[src/rtl/core/sad_pkg.sv]
// sidechain ducker package: shared constants and rounding helper
// used by sad_log2, sad_div and sidechain_audio_ducker
package sad_pkg;

    localparam int unsigned ACC_W   = 42;
    localparam int unsigned LOG_W   = 22;
    localparam int unsigned GAIN_W  = 17;
    localparam int unsigned DIVS_W  = 22;

    localparam logic [GAIN_W-1:0] UNITY    = 17'd65536;
    localparam logic [GAIN_W-1:0] GAIN_MAX = 17'd131071;
    localparam logic [ACC_W-1:0]  SUM_MAX  = {ACC_W{1'b1}};

    localparam logic signed [32:0] DB_PER_LOG2_Q16 = 33'sd197283;
    localparam logic signed [32:0] LOG2_PER_DB_Q24 = 33'sd2786635;
    localparam logic signed [16:0] FLOOR_DB_Q88    = -17'sd24576;
    localparam logic signed [23:0] LOG2_OFS_30     = 24'sd1966080;
    localparam logic signed [23:0] LOG2_OFS_16     = 24'sd1048576;

    // register indexes of the configuration port
    localparam logic [2:0] REG_ENABLED   = 3'd0;
    localparam logic [2:0] REG_DETECT    = 3'd1;
    localparam logic [2:0] REG_THRESHOLD = 3'd2;
    localparam logic [2:0] REG_DUCK_LVL  = 3'd3;
    localparam logic [2:0] REG_RATIO     = 3'd4;
    localparam logic [2:0] REG_ATTACK    = 3'd5;
    localparam logic [2:0] REG_RELEASE   = 3'd6;
    localparam logic [2:0] REG_MASK      = 3'd7;

    // arithmetic right shift rounding half away from zero
    function automatic logic signed [65:0] shr_round(input logic signed [65:0] v,
                                                     input int unsigned sh);
        logic [65:0] half;
        logic [65:0] mag;
        logic [65:0] q;
        half = 66'd1 << (sh - 1);
        mag  = v[65] ? (66'd0 - 66'(v)) : 66'(v);
        q    = (mag + half) >> sh;
        return v[65] ? $signed(66'd0 - q) : $signed(q);
    endfunction

endpackage

[src/rtl/core/sad_div.sv]
// restoring divider for the envelope step: 65536 / divisor, one bit a cycle
// depends on sad_pkg
module sad_div (
    input  logic                          clk,
    input  logic                          rst_n,
    input  logic                          start,
    input  logic [sad_pkg::DIVS_W-1:0]    divisor,
    output logic                          done,
    output logic [sad_pkg::GAIN_W-1:0]    quotient
);

    localparam logic [16:0] DIVIDEND = 17'h10000;

    typedef enum logic {D_IDLE, D_RUN} dstate_t;

    dstate_t     state_reg;
    logic [22:0] rem_reg;
    logic [21:0] div_reg;
    logic [16:0] q_reg;
    logic [4:0]  i_reg;
    logic        done_reg;
    logic [22:0] rem_t;
    logic        fits;

    assign rem_t    = {rem_reg[21:0], DIVIDEND[i_reg]};
    assign fits     = rem_t >= {1'b0, div_reg};
    assign done     = done_reg;
    assign quotient = q_reg;

    // one quotient bit per cycle, msb first
    always_ff @(posedge clk or negedge rst_n)
    begin
        if (!rst_n)
        begin
            state_reg <= D_IDLE;
            done_reg  <= 1'b0;
            rem_reg   <= '0;
            div_reg   <= '0;
            q_reg     <= '0;
            i_reg     <= '0;
        end
        else
        begin
            done_reg <= 1'b0;
            unique case (state_reg)
                D_IDLE:
                begin
                    if (start)
                    begin
                        rem_reg   <= '0;
                        div_reg   <= divisor;
                        q_reg     <= '0;
                        i_reg     <= 5'd16;
                        state_reg <= D_RUN;
                    end
                end
                D_RUN:
                begin
                    rem_reg <= fits ? (rem_t - {1'b0, div_reg}) : rem_t;
                    q_reg   <= {q_reg[15:0], fits};
                    i_reg   <= i_reg - 5'd1;
                    if (i_reg == 5'd0)
                    begin
                        done_reg  <= 1'b1;
                        state_reg <= D_IDLE;
                    end
                end
                default: state_reg <= D_IDLE;
            endcase
        end
    end

endmodule
[config.mk]
export PLATFORM = sky130hd
export DESIGN_NAME = sad_div
export DESIGN_NICKNAME = d
export VERILOG_FILES = /design/src/rtl/core/sad_pkg.sv /design/src/rtl/core/sad_div.sv
export SDC_FILE = /design/constraint.sdc
export NUM_CORES = 1
export LEC_CHECK = 0
export ABC_AREA = 1
export ABC_CLOCK_PERIOD_IN_PS = 2890
export BUFFER_PORTS_ARGS = -buffer_cell sky130_fd_sc_hd__buf_4
export CORE_UTILIZATION = 35
export CTS_BUF_LIST = sky130_fd_sc_hd__clkbuf_2 sky130_fd_sc_hd__clkbuf_4 sky130_fd_sc_hd__clkbuf_8
export DETAILED_ROUTE_END_ITERATION = 10
export GPL_TIMING_DRIVEN = 0
export SETUP_SLACK_MARGIN = 0.3
export SYNTH_ARGS = -nofsm -noshare
export SYNTH_HDL_FRONTEND = slang
export SYNTH_SLANG_ARGS = --single-unit
[constraint.sdc]
create_clock -name clk -period 2.89 [get_ports clk]
set_input_delay 0.289 -clock clk [delete_from_list [all_inputs] [get_ports clk]]
set_output_delay 0.289 -clock clk [all_outputs]
set_load 0.03 [all_outputs]
==> impl_metrics.json <==
{
  "crit_slowest_cell": "fa_1",
  "avgSynthCellArea_um2": 6.85,
  "synth_top_area_cell": "dfrtp_1",
  "initial_core_util": 0.362,
  "dr.first_iter.drc_count": 208,
  "cts_tree": "built",
  "crit_arrival_ps": 2620,
  "antenna_found_initial": 0,
  "cp.required_ps": 3160,
  "fmax_mhz": 425,
  "worstSetupPathType": "reg -> reg",
  "die_area_um2": 13600,
  "cp_max_fo": 4,
  "clock_latency_ps": 380,
  "vias_per_cell": 4.66,
  "cts.clk_slew.worst_paths_ps": 80,
  "syn-cell-area_um2": 4580,
  "numPortBuffers": 42,
  "cts_buffers": 9,
  "fillers": 1379,
  "slowest_delay_ps": 450,
  "setup_tns_ps": 0,
  "post-place-ws_ps": 532,
  "routed_wirelength_um": 11500,
  "wl_per_cell_um": 12.7,
  "rr_worst_depth": 14,
  "cpMostUsedCell": "nand2_1",
  "syn_nets": 719,
  "final_area_um2": 5370,
  "root_buffer": "clkbuf_8",
  "final-hold-violation-count": 0,
  "rsz0062_at_grt": "false",
  "yosysMostFrequentCell": "nand2_1",
  "maxCapViolCount": 0,
  "synthCells": 669,
  "synth_cell_types": 28,
  "fin_ws_ps": 536,
  "firstDrtPassIters": 4,
  "yosys_warnings": 0,
  "routabilityCongestion": 0.881,
  "clockBufferDepth": 2,
  "core-area_um2": 12700,
  "finalSetupViolCount": 0,
  "placed_cell_area_um2": 5110,
  "syn2layout_area_growth_pct": 17.2,
  "dp_hpwl_um": 8820,
  "worstSetupStartpointType": "register",
  "tightest_slew_ps": 859,
  "cts_setup_buffers": 0,
  "synth_enable_flop_cells": 0,
  "pin_count": 43,
  "cts_sinks": 68,
  "seq_area_frac_synth": 0.371,
  "synthTopCellsByCount": "263 x nand2_1, 113 x inv_1, 68 x dfrtp_1, 38 x nand3_1, 30 x o21ai_0",
  "cp_cell_sequence": "inv_1 > ha_1 > inv_1 > fa_1 > nand3_1 > nand3_1 > nand2_1 > nand2_1 > nand2_1 > nand3b_1 > nand2_1 > nand2_1 > nand2_1 > nand2_1",
  "drive_above_1_share": 0.118,
  "synthArstFlopShare": 1.00,
  "hold_buffers": 0,
  "hp-class": "in -> async",
  "holdWs_ps": 14.2,
  "ctsResizeCount": 0,
  "diodes": 0,
  "rows": 41,
  "status": "finished clean",
  "h-tree-depth": 3,
  "crit_path_end_kind": "register",
  "grt_pass1_wl_um": 19200,
  "ant_nets": 0,
  "fin_skew_ps": 15.2,
  "finalCriticalPeriod_ps": 2350,
  "synth.top_cells.by_area": "dfrtp_1 37%, nand2_1 22%, inv_1 9.3%, ha_1 6.6%, nand3_1 4.1%",
  "grt_overflow": 0,
  "synth_top_area_frac": 0.371,
  "final_nets": 772,
  "vias": 4190,
  "die_width_um": 116,
  "first_global_vias": 4035,
  "slew_viol_final": 0,
  "grt_usage": 0.187,
  "drc": 0,
  "period_share": 0.814,
  "grt_max_degree": 69,
  "slew_headroom": 0.427,
  "ys.flop_type": "dfrtp_1",
  "ys_ff_latch": 68,
  "dieHeight_um": 116
}
==> routing by layer <==
metal	global-route usage	vias to the layer above	share of wire
met4	0.0838	0	0.024
met1	0.234	1904	0.47
met3	0.0457	19	0.057
met5	0	-	0
met2	0.307	95	0.45
li1	-	2172	-
==> logic make-up (layout without fill, tap and decap cells) <==
logic type,after synthesis,count (layout),share of synthesized area
and+or+nand+nor,374,374,0.354
buffers and inverters,133,191,0.116
DFF,68,68,0.371
AOI/OAI and AO/OA,60,60,0.0712
adders and majority gates,25,25,0.0699
xor gates and xnor gates,9,9,0.0172
==> worst paths after layout <==
path                                            from                 endpoint  slack (ps)
worst max-delay path            i_reg[4]$_DFFE_PN0P_  rem_reg[14]$_DFFE_PN0P_         540
worst min-delay path                           rst_n   rem_reg[9]$_DFFE_PN0P_          10
worst max register to register  i_reg[4]$_DFFE_PN0P_  rem_reg[14]$_DFFE_PN0P_         540
worst min register to register  i_reg[4]$_DFFE_PN0P_     i_reg[4]$_DFFE_PN0P_         490
max in group asynchronous                      rst_n  div_reg[12]$_DFFE_PN0P_        2290
min in group clk                          divisor[0]   div_reg[0]$_DFFE_PN0P_         100
==> layout make-up <==
cell class	instances	area (um2)	area share
Clock buffer	11	151	0.0282
Timing Repair Buffer	42	315	0.0587
Multi-Input combinational cell	468	2350	0.437
Tap cell	172	215	0.0400
Buffer	16	93.8	0.0175
Inverter	117	439	0.0817
Sequential cell	68	1700	0.317
Clock inverter	5	108	0.0200
==> critical path, delay by kind of cell (launching register included) <==
kind                       cells  cell delay (ps)
buffers and inverters          2              220
adders and majority gates      2              640
DFF                            1              400
and+or+nand+nor               10              980
==> cells in the final DEF (no fill, tap or decap) <==
cell / instances
dfrtp_1: 68
buf_2: 3
o21ai_0: 30
xor2_1: 1
nor3_1: 3
nand4_1: 4
fa_1: 1
nand2_1: 263
nor2_4: 2
inv_1: 113
a21oi_2: 1
nand3_1: 38
nand3b_1: 19
nand2_2: 5
clkbuf_8: 11
xnor2_1: 8
inv_2: 2
clkinv_4: 2
nor2_1: 28
ha_1: 24
buf_4: 42
nor2_2: 6
a21oi_1: 12
o21bai_1: 1
buf_6: 4
o22ai_1: 16
and2_1: 1
nand4_4: 1
clkbuf_1: 9
bufinv_16: 3
nand3_2: 4
clkinv_1: 2
==> through the flow <==
stage               std cells  utilization
floorplan                 669            -
finish                    899        0.424
detailed placement        883        0.404
global placement          883        0.404
CTS                       899        0.424
global route              899        0.424
Power is not shown: default switching activity piles up to over one toggle a cycle in this logic, so the estimate is an artifact.
