==> config.mk <==
export PLATFORM = sky130hd
export DESIGN_NAME = sad_log2
export DESIGN_NICKNAME = d
export VERILOG_FILES = /design/src/rtl/core/sad_pkg.sv /design/src/rtl/core/sad_log2.sv
export SDC_FILE = /design/constraint.sdc
export NUM_CORES = 2
export LEC_CHECK = 0
export ABC_AREA = 1
export BUFFER_PORTS_ARGS = -buffer_cell sky130_fd_sc_hd__buf_2
export CAP_MARGIN = 20
export CORE_MARGIN = 2
export CORE_UTILIZATION = 57
export DETAILED_ROUTE_END_ITERATION = 8
export GPL_TIMING_DRIVEN = 0
export PLACE_DENSITY = 0.73
export SLEW_MARGIN = 20
export SYNTH_ARGS = -nofsm -noshare
export SYNTH_HDL_FRONTEND = slang
export SYNTH_SLANG_ARGS = --single-unit
==> constraint.sdc <==
create_clock -name clk -period 11 [get_ports clk]
set_clock_uncertainty 0.1 [all_clocks]
set_input_delay 2.2 -clock clk [delete_from_list [all_inputs] [get_ports clk]]
set_output_delay 2.2 -clock clk [all_outputs]
set_load 0.01 [all_outputs]
==> src/rtl/core/sad_pkg.sv <==
// sidechain ducker package: shared constants and rounding helper
// used by sad_log2, sad_div and sidechain_audio_ducker
package sad_pkg;

    localparam int unsigned ACC_W   = 42;
    localparam int unsigned LOG_W   = 22;
    localparam int unsigned GAIN_W  = 17;
    localparam int unsigned DIVS_W  = 22;

    localparam logic [GAIN_W-1:0] UNITY    = 17'd65536;
    localparam logic [GAIN_W-1:0] GAIN_MAX = 17'd131071;
    localparam logic [ACC_W-1:0]  SUM_MAX  = {ACC_W{1'b1}};

    localparam logic signed [32:0] DB_PER_LOG2_Q16 = 33'sd197283;
    localparam logic signed [32:0] LOG2_PER_DB_Q24 = 33'sd2786635;
    localparam logic signed [16:0] FLOOR_DB_Q88    = -17'sd24576;
    localparam logic signed [23:0] LOG2_OFS_30     = 24'sd1966080;
    localparam logic signed [23:0] LOG2_OFS_16     = 24'sd1048576;

    // register indexes of the configuration port
    localparam logic [2:0] REG_ENABLED   = 3'd0;
    localparam logic [2:0] REG_DETECT    = 3'd1;
    localparam logic [2:0] REG_THRESHOLD = 3'd2;
    localparam logic [2:0] REG_DUCK_LVL  = 3'd3;
    localparam logic [2:0] REG_RATIO     = 3'd4;
    localparam logic [2:0] REG_ATTACK    = 3'd5;
    localparam logic [2:0] REG_RELEASE   = 3'd6;
    localparam logic [2:0] REG_MASK      = 3'd7;

    // arithmetic right shift rounding half away from zero
    function automatic logic signed [65:0] shr_round(input logic signed [65:0] v,
                                                     input int unsigned sh);
        logic [65:0] half;
        logic [65:0] mag;
        logic [65:0] q;
        half = 66'd1 << (sh - 1);
        mag  = v[65] ? (66'd0 - 66'(v)) : 66'(v);
        q    = (mag + half) >> sh;
        return v[65] ? $signed(66'd0 - q) : $signed(q);
    endfunction

endpackage

==> src/rtl/core/sad_log2.sv <==
// iterative log2 unit in Q16: normalize one bit a cycle, then 16 squaring rounds
// depends on sad_pkg
module sad_log2 (
    input  logic                          clk,
    input  logic                          rst_n,
    input  logic                          start,
    input  logic [sad_pkg::ACC_W-1:0]     value,
    output logic                          done,
    output logic [sad_pkg::LOG_W-1:0]     result
);

    typedef enum logic [1:0] {L_IDLE, L_NORM, L_MUL, L_SQ} lstate_t;

    lstate_t     state_reg;
    logic [41:0] m_reg;
    logic [5:0]  p_reg;
    logic [30:0] mant_reg;
    logic [61:0] prod_reg;
    logic [15:0] frac_reg;
    logic [3:0]  i_reg;
    logic        done_reg;
    logic [31:0] sq;

    assign sq     = prod_reg[61:30];
    assign done   = done_reg;
    assign result = {p_reg, frac_reg};

    // sequencer and datapath
    always_ff @(posedge clk or negedge rst_n)
    begin
        if (!rst_n)
        begin
            state_reg <= L_IDLE;
            done_reg  <= 1'b0;
            m_reg     <= '0;
            p_reg     <= '0;
            mant_reg  <= '0;
            prod_reg  <= '0;
            frac_reg  <= '0;
            i_reg     <= '0;
        end
        else
        begin
            done_reg <= 1'b0;
            unique case (state_reg)
                L_IDLE:
                begin
                    if (start)
                    begin
                        m_reg     <= value;
                        p_reg     <= 6'd41;
                        frac_reg  <= '0;
                        state_reg <= L_NORM;
                    end
                end
                L_NORM:
                begin
                    if (m_reg[41])
                    begin
                        mant_reg  <= m_reg[41:11];
                        i_reg     <= '0;
                        state_reg <= L_MUL;
                    end
                    else
                    begin
                        m_reg <= {m_reg[40:0], 1'b0};
                        p_reg <= p_reg - 6'd1;
                    end
                end
                L_MUL:
                begin
                    prod_reg  <= 62'(mant_reg) * 62'(mant_reg);
                    state_reg <= L_SQ;
                end
                L_SQ:
                begin
                    frac_reg[4'd15 - i_reg] <= sq[31];
                    mant_reg <= sq[31] ? sq[31:1] : sq[30:0];
                    i_reg    <= i_reg + 4'd1;
                    if (i_reg == 4'd15)
                    begin
                        done_reg  <= 1'b1;
                        state_reg <= L_IDLE;
                    end
                    else
                    begin
                        state_reg <= L_MUL;
                    end
                end
                default: state_reg <= L_IDLE;
            endcase
        end
    end

endmodule

==> run_results.csv <==
group,metric,value,unit
critical_path,slowest_stage,"clkbuf_1",
clock_network,clkSinkCount,134,
grt,grt_pass1_vias,30130,
route,dr_total_vias,28660,
grt,gr-usage-met1,48.56,%
sta,grt_setup_unrepaired,"false",
sta,period_share,82.71,%
logic_synthesis,synth_nets,5468,
finish,area_growth_syn_to_layout,5.640,%
finish,fin_nets,5555,
critical_path,criticalPathCategory,"flop to flop",
route,firstDrtPassIters,6,
grt,antenna_found_initial,1,
critical_path,slowest_delay,0.93,ns
route,drc,0,
clock_network,root_buffer,"clkbuf_16",
logic_synthesis,ys_types,40,
grt,grt_first_pass_wirelength,175.1,mm
sta,max_clock_freq,109.9,MHz
logic_synthesis,synth_top_area_share,42.72,%
finish,drive_gt1_share,3.419,%
grt,overflow,0,
grt,grt_usage,37.50,%
die,core_area,0.06058,sq mm
sta,slew_headroom,15.26,%
sta,hold_ws,0.3876,ns
sta,fin_setup_tns,0,ns
clock_network,cts_hold_buf,0,
grt,busiest_layer,"met2",
clock_network,clk_pin_slew,0.06,ns
placement,routabilityCongestion,1.011,
logic_synthesis,synth_compound_gate_area_share,5.126,%
grt,grt_util_met2,59.71,%
route,first_iter_violations,2667,
logic_synthesis,synth_top_family_by_area,"adder cells",
critical_path,rrSetupSlack,1.90,ns
sta,timing_hold_violations_final,0,
route,drtAntennaViolNets,0,
critical_path,crit_top_cell,"inv_1",
clock_network,htreeDepth,4,
run,maxCapViolations,0,
clock_network,numCtsBuffers,17,
logic_synthesis,synth_xor_area_share,0.7756,%
finish,largest_register_ffs,42,
finish,finalNonFillerCells,5291,
logic_synthesis,synthSimpleGateAreaFrac,15.06,%
logic_synthesis,synthTopCellsByArea,"fa_1, inv_1, nand2_1, ha_1, dfrtp_1",
die,dieArea,0.06341,sq mm
logic_synthesis,synthMuxAreaShare,0,%
sta,tightest_slew,1.271,ns
worst_hold_path,hold_depth,2,
logic_synthesis,post_synth_instance_area,0.03500,sq mm
sta,period_needed,9.098,ns
critical_path,reg2reg_depth,30,
sta,slew_violations,0,
logic_synthesis,yosys.area.top_type,"fa_1",
worst_hold_path,min_delay_worst_endpoint,"prod_reg[53]",
logic_synthesis,syn_area_per_cell,7.948,sq um
sta,setup_viol,0,
die,die_h,251.8,um
clock_network,cts_tree,"built",
clock_network,post-cts-setup-buffers,0,
critical_path,rr_startpoint,"mant_reg[11]",
die,num_rows,90,
logic_synthesis,async_reset_ff_share,100.0,%
logic_synthesis,synth-seq-area-share,9.579,%
clock_network,cts_resized,0,
critical_path,r2r-end,"prod_reg[34]",
grt,grt_use_met3,8.057,%
placement,port_buffers,67,
route,routedWlPerCell,21.45,um
die,ios,68,
worst_hold_path,hp-class,"flop to flop",
route,vias_per_cell,5.416,
grt,grt_max_degree,70,
logic_synthesis,synth_fa_ha_area_share,52.44,%
logic_synthesis,syn-instance-count,4404,
critical_path,path_max_fanout,10,
logic_synthesis,ys_seq_elements,134,
logic_synthesis,yosysMostFrequentCell,"inv_1",
route,wl,113.5,mm
critical_path,arrival,9.36,ns
die,die_x,251.8,um
status,status,"completed",
logic_synthesis,synth_common_cells,"inv_1, nand2_1, fa_1, ha_1, dfrtp_1",
worst_hold_path,hp-start,"prod_reg[53]",
critical_path,cp-end-kind,"flop",
critical_path,crit_path_start_kind,"flop",
logic_synthesis,yosys_warnings,0,
logic_synthesis,synth_ff_type,"dfrtp_1",
clock_network,cts.path.max_buffers,2,
placement,dp_hpwl,94.90,mm
placement,dp_cells,5254,
clock_network,clkLatencyLatePin,0.43,ns
critical_path,crit_required,11.26,ns
logic_synthesis,synth_edf_count,0,
die,start_util,57.78,%
## critical path, delay by kind of cell (launching register included)
kind,cells,cell delay (ns)
adder cells (fa/ha/maj),9,4.45
XOR/XNOR,1,0.35
AO/OA/AOI/OAI,1,0.34
buffers and inverters,11,2.36
flip-flops,1,0.46
AND/OR/NAND/NOR,8,0.93
## through the flow
step / area [sq um] / setup WS, ns / util [%]
6_report: 36980 / 1.902 / 61.04
5_1_grt: 36970 / 1.763 / 61.02
4_1_cts: 36960 / 2.216 / 61.01
3_5_place_dp: 36370 / 2.219 / 60.04
3_3_place_gp: 36320 / 1.835 / 59.95
2_1_floorplan: 35000 / 4.283 / -
## layer usage
metal / up-vias / wire length (um)
met3: 351 / 12120
met2: 1438 / 51280
li1: 12720 / -
met5: - / 21
met1: 14150 / 42590
met4: 2 / 7477
## worst max path at each step
stage                       startpoint            to  slack, ns  depth (start not counted)
after floorplan           mant_reg[25]  prod_reg[36]       4.28                         26
after global placement    mant_reg[18]  prod_reg[34]       1.84                         26
after detailed placement  mant_reg[11]  prod_reg[34]       2.22                         30
after CTS                  mant_reg[8]  prod_reg[52]       2.22                         28
after global routing      mant_reg[11]  prod_reg[34]       1.76                         30
final                     mant_reg[11]  prod_reg[34]       1.90                         30
## cell type report
class	instances	area, sq um
timing repair buffer	68	372.9
tap	782	978.4
fill	5654	23600
sequential	134	3353
clock buffer	19	452.9
buffer	136	556.8
multi-input combinational	2689	25690
antenna	5	12.51
clock inverter	13	135.1
inverter	1445	5424
## kinds of logic (layout without fill, tap and decap cells)
group	count (synthesis)	in the layout
flip-flops	134	134
AND/OR/NAND/NOR	1338	1338
AO/OA/AOI/OAI	301	301
buffers and inverters	1581	1681
other	0	5
adder cells (fa/ha/maj)	1019	1019
XOR/XNOR	31	31
## cell usage in the layout, fill, tap and decap left out, drive strengths merged, types with 20 or more instances in the layout
cell and count:
a21oi 133, a22oi 22, buf 91, clkbuf 132
dfrtp 134, fa 747, ha 272, inv 1450
nand2 1085, nand3 83, nor2 128, o21ai 69
o221ai 37, xor2 20
Power is not shown: default switching activity piles up to over one toggle a cycle in this logic, so the estimate is an artifact.
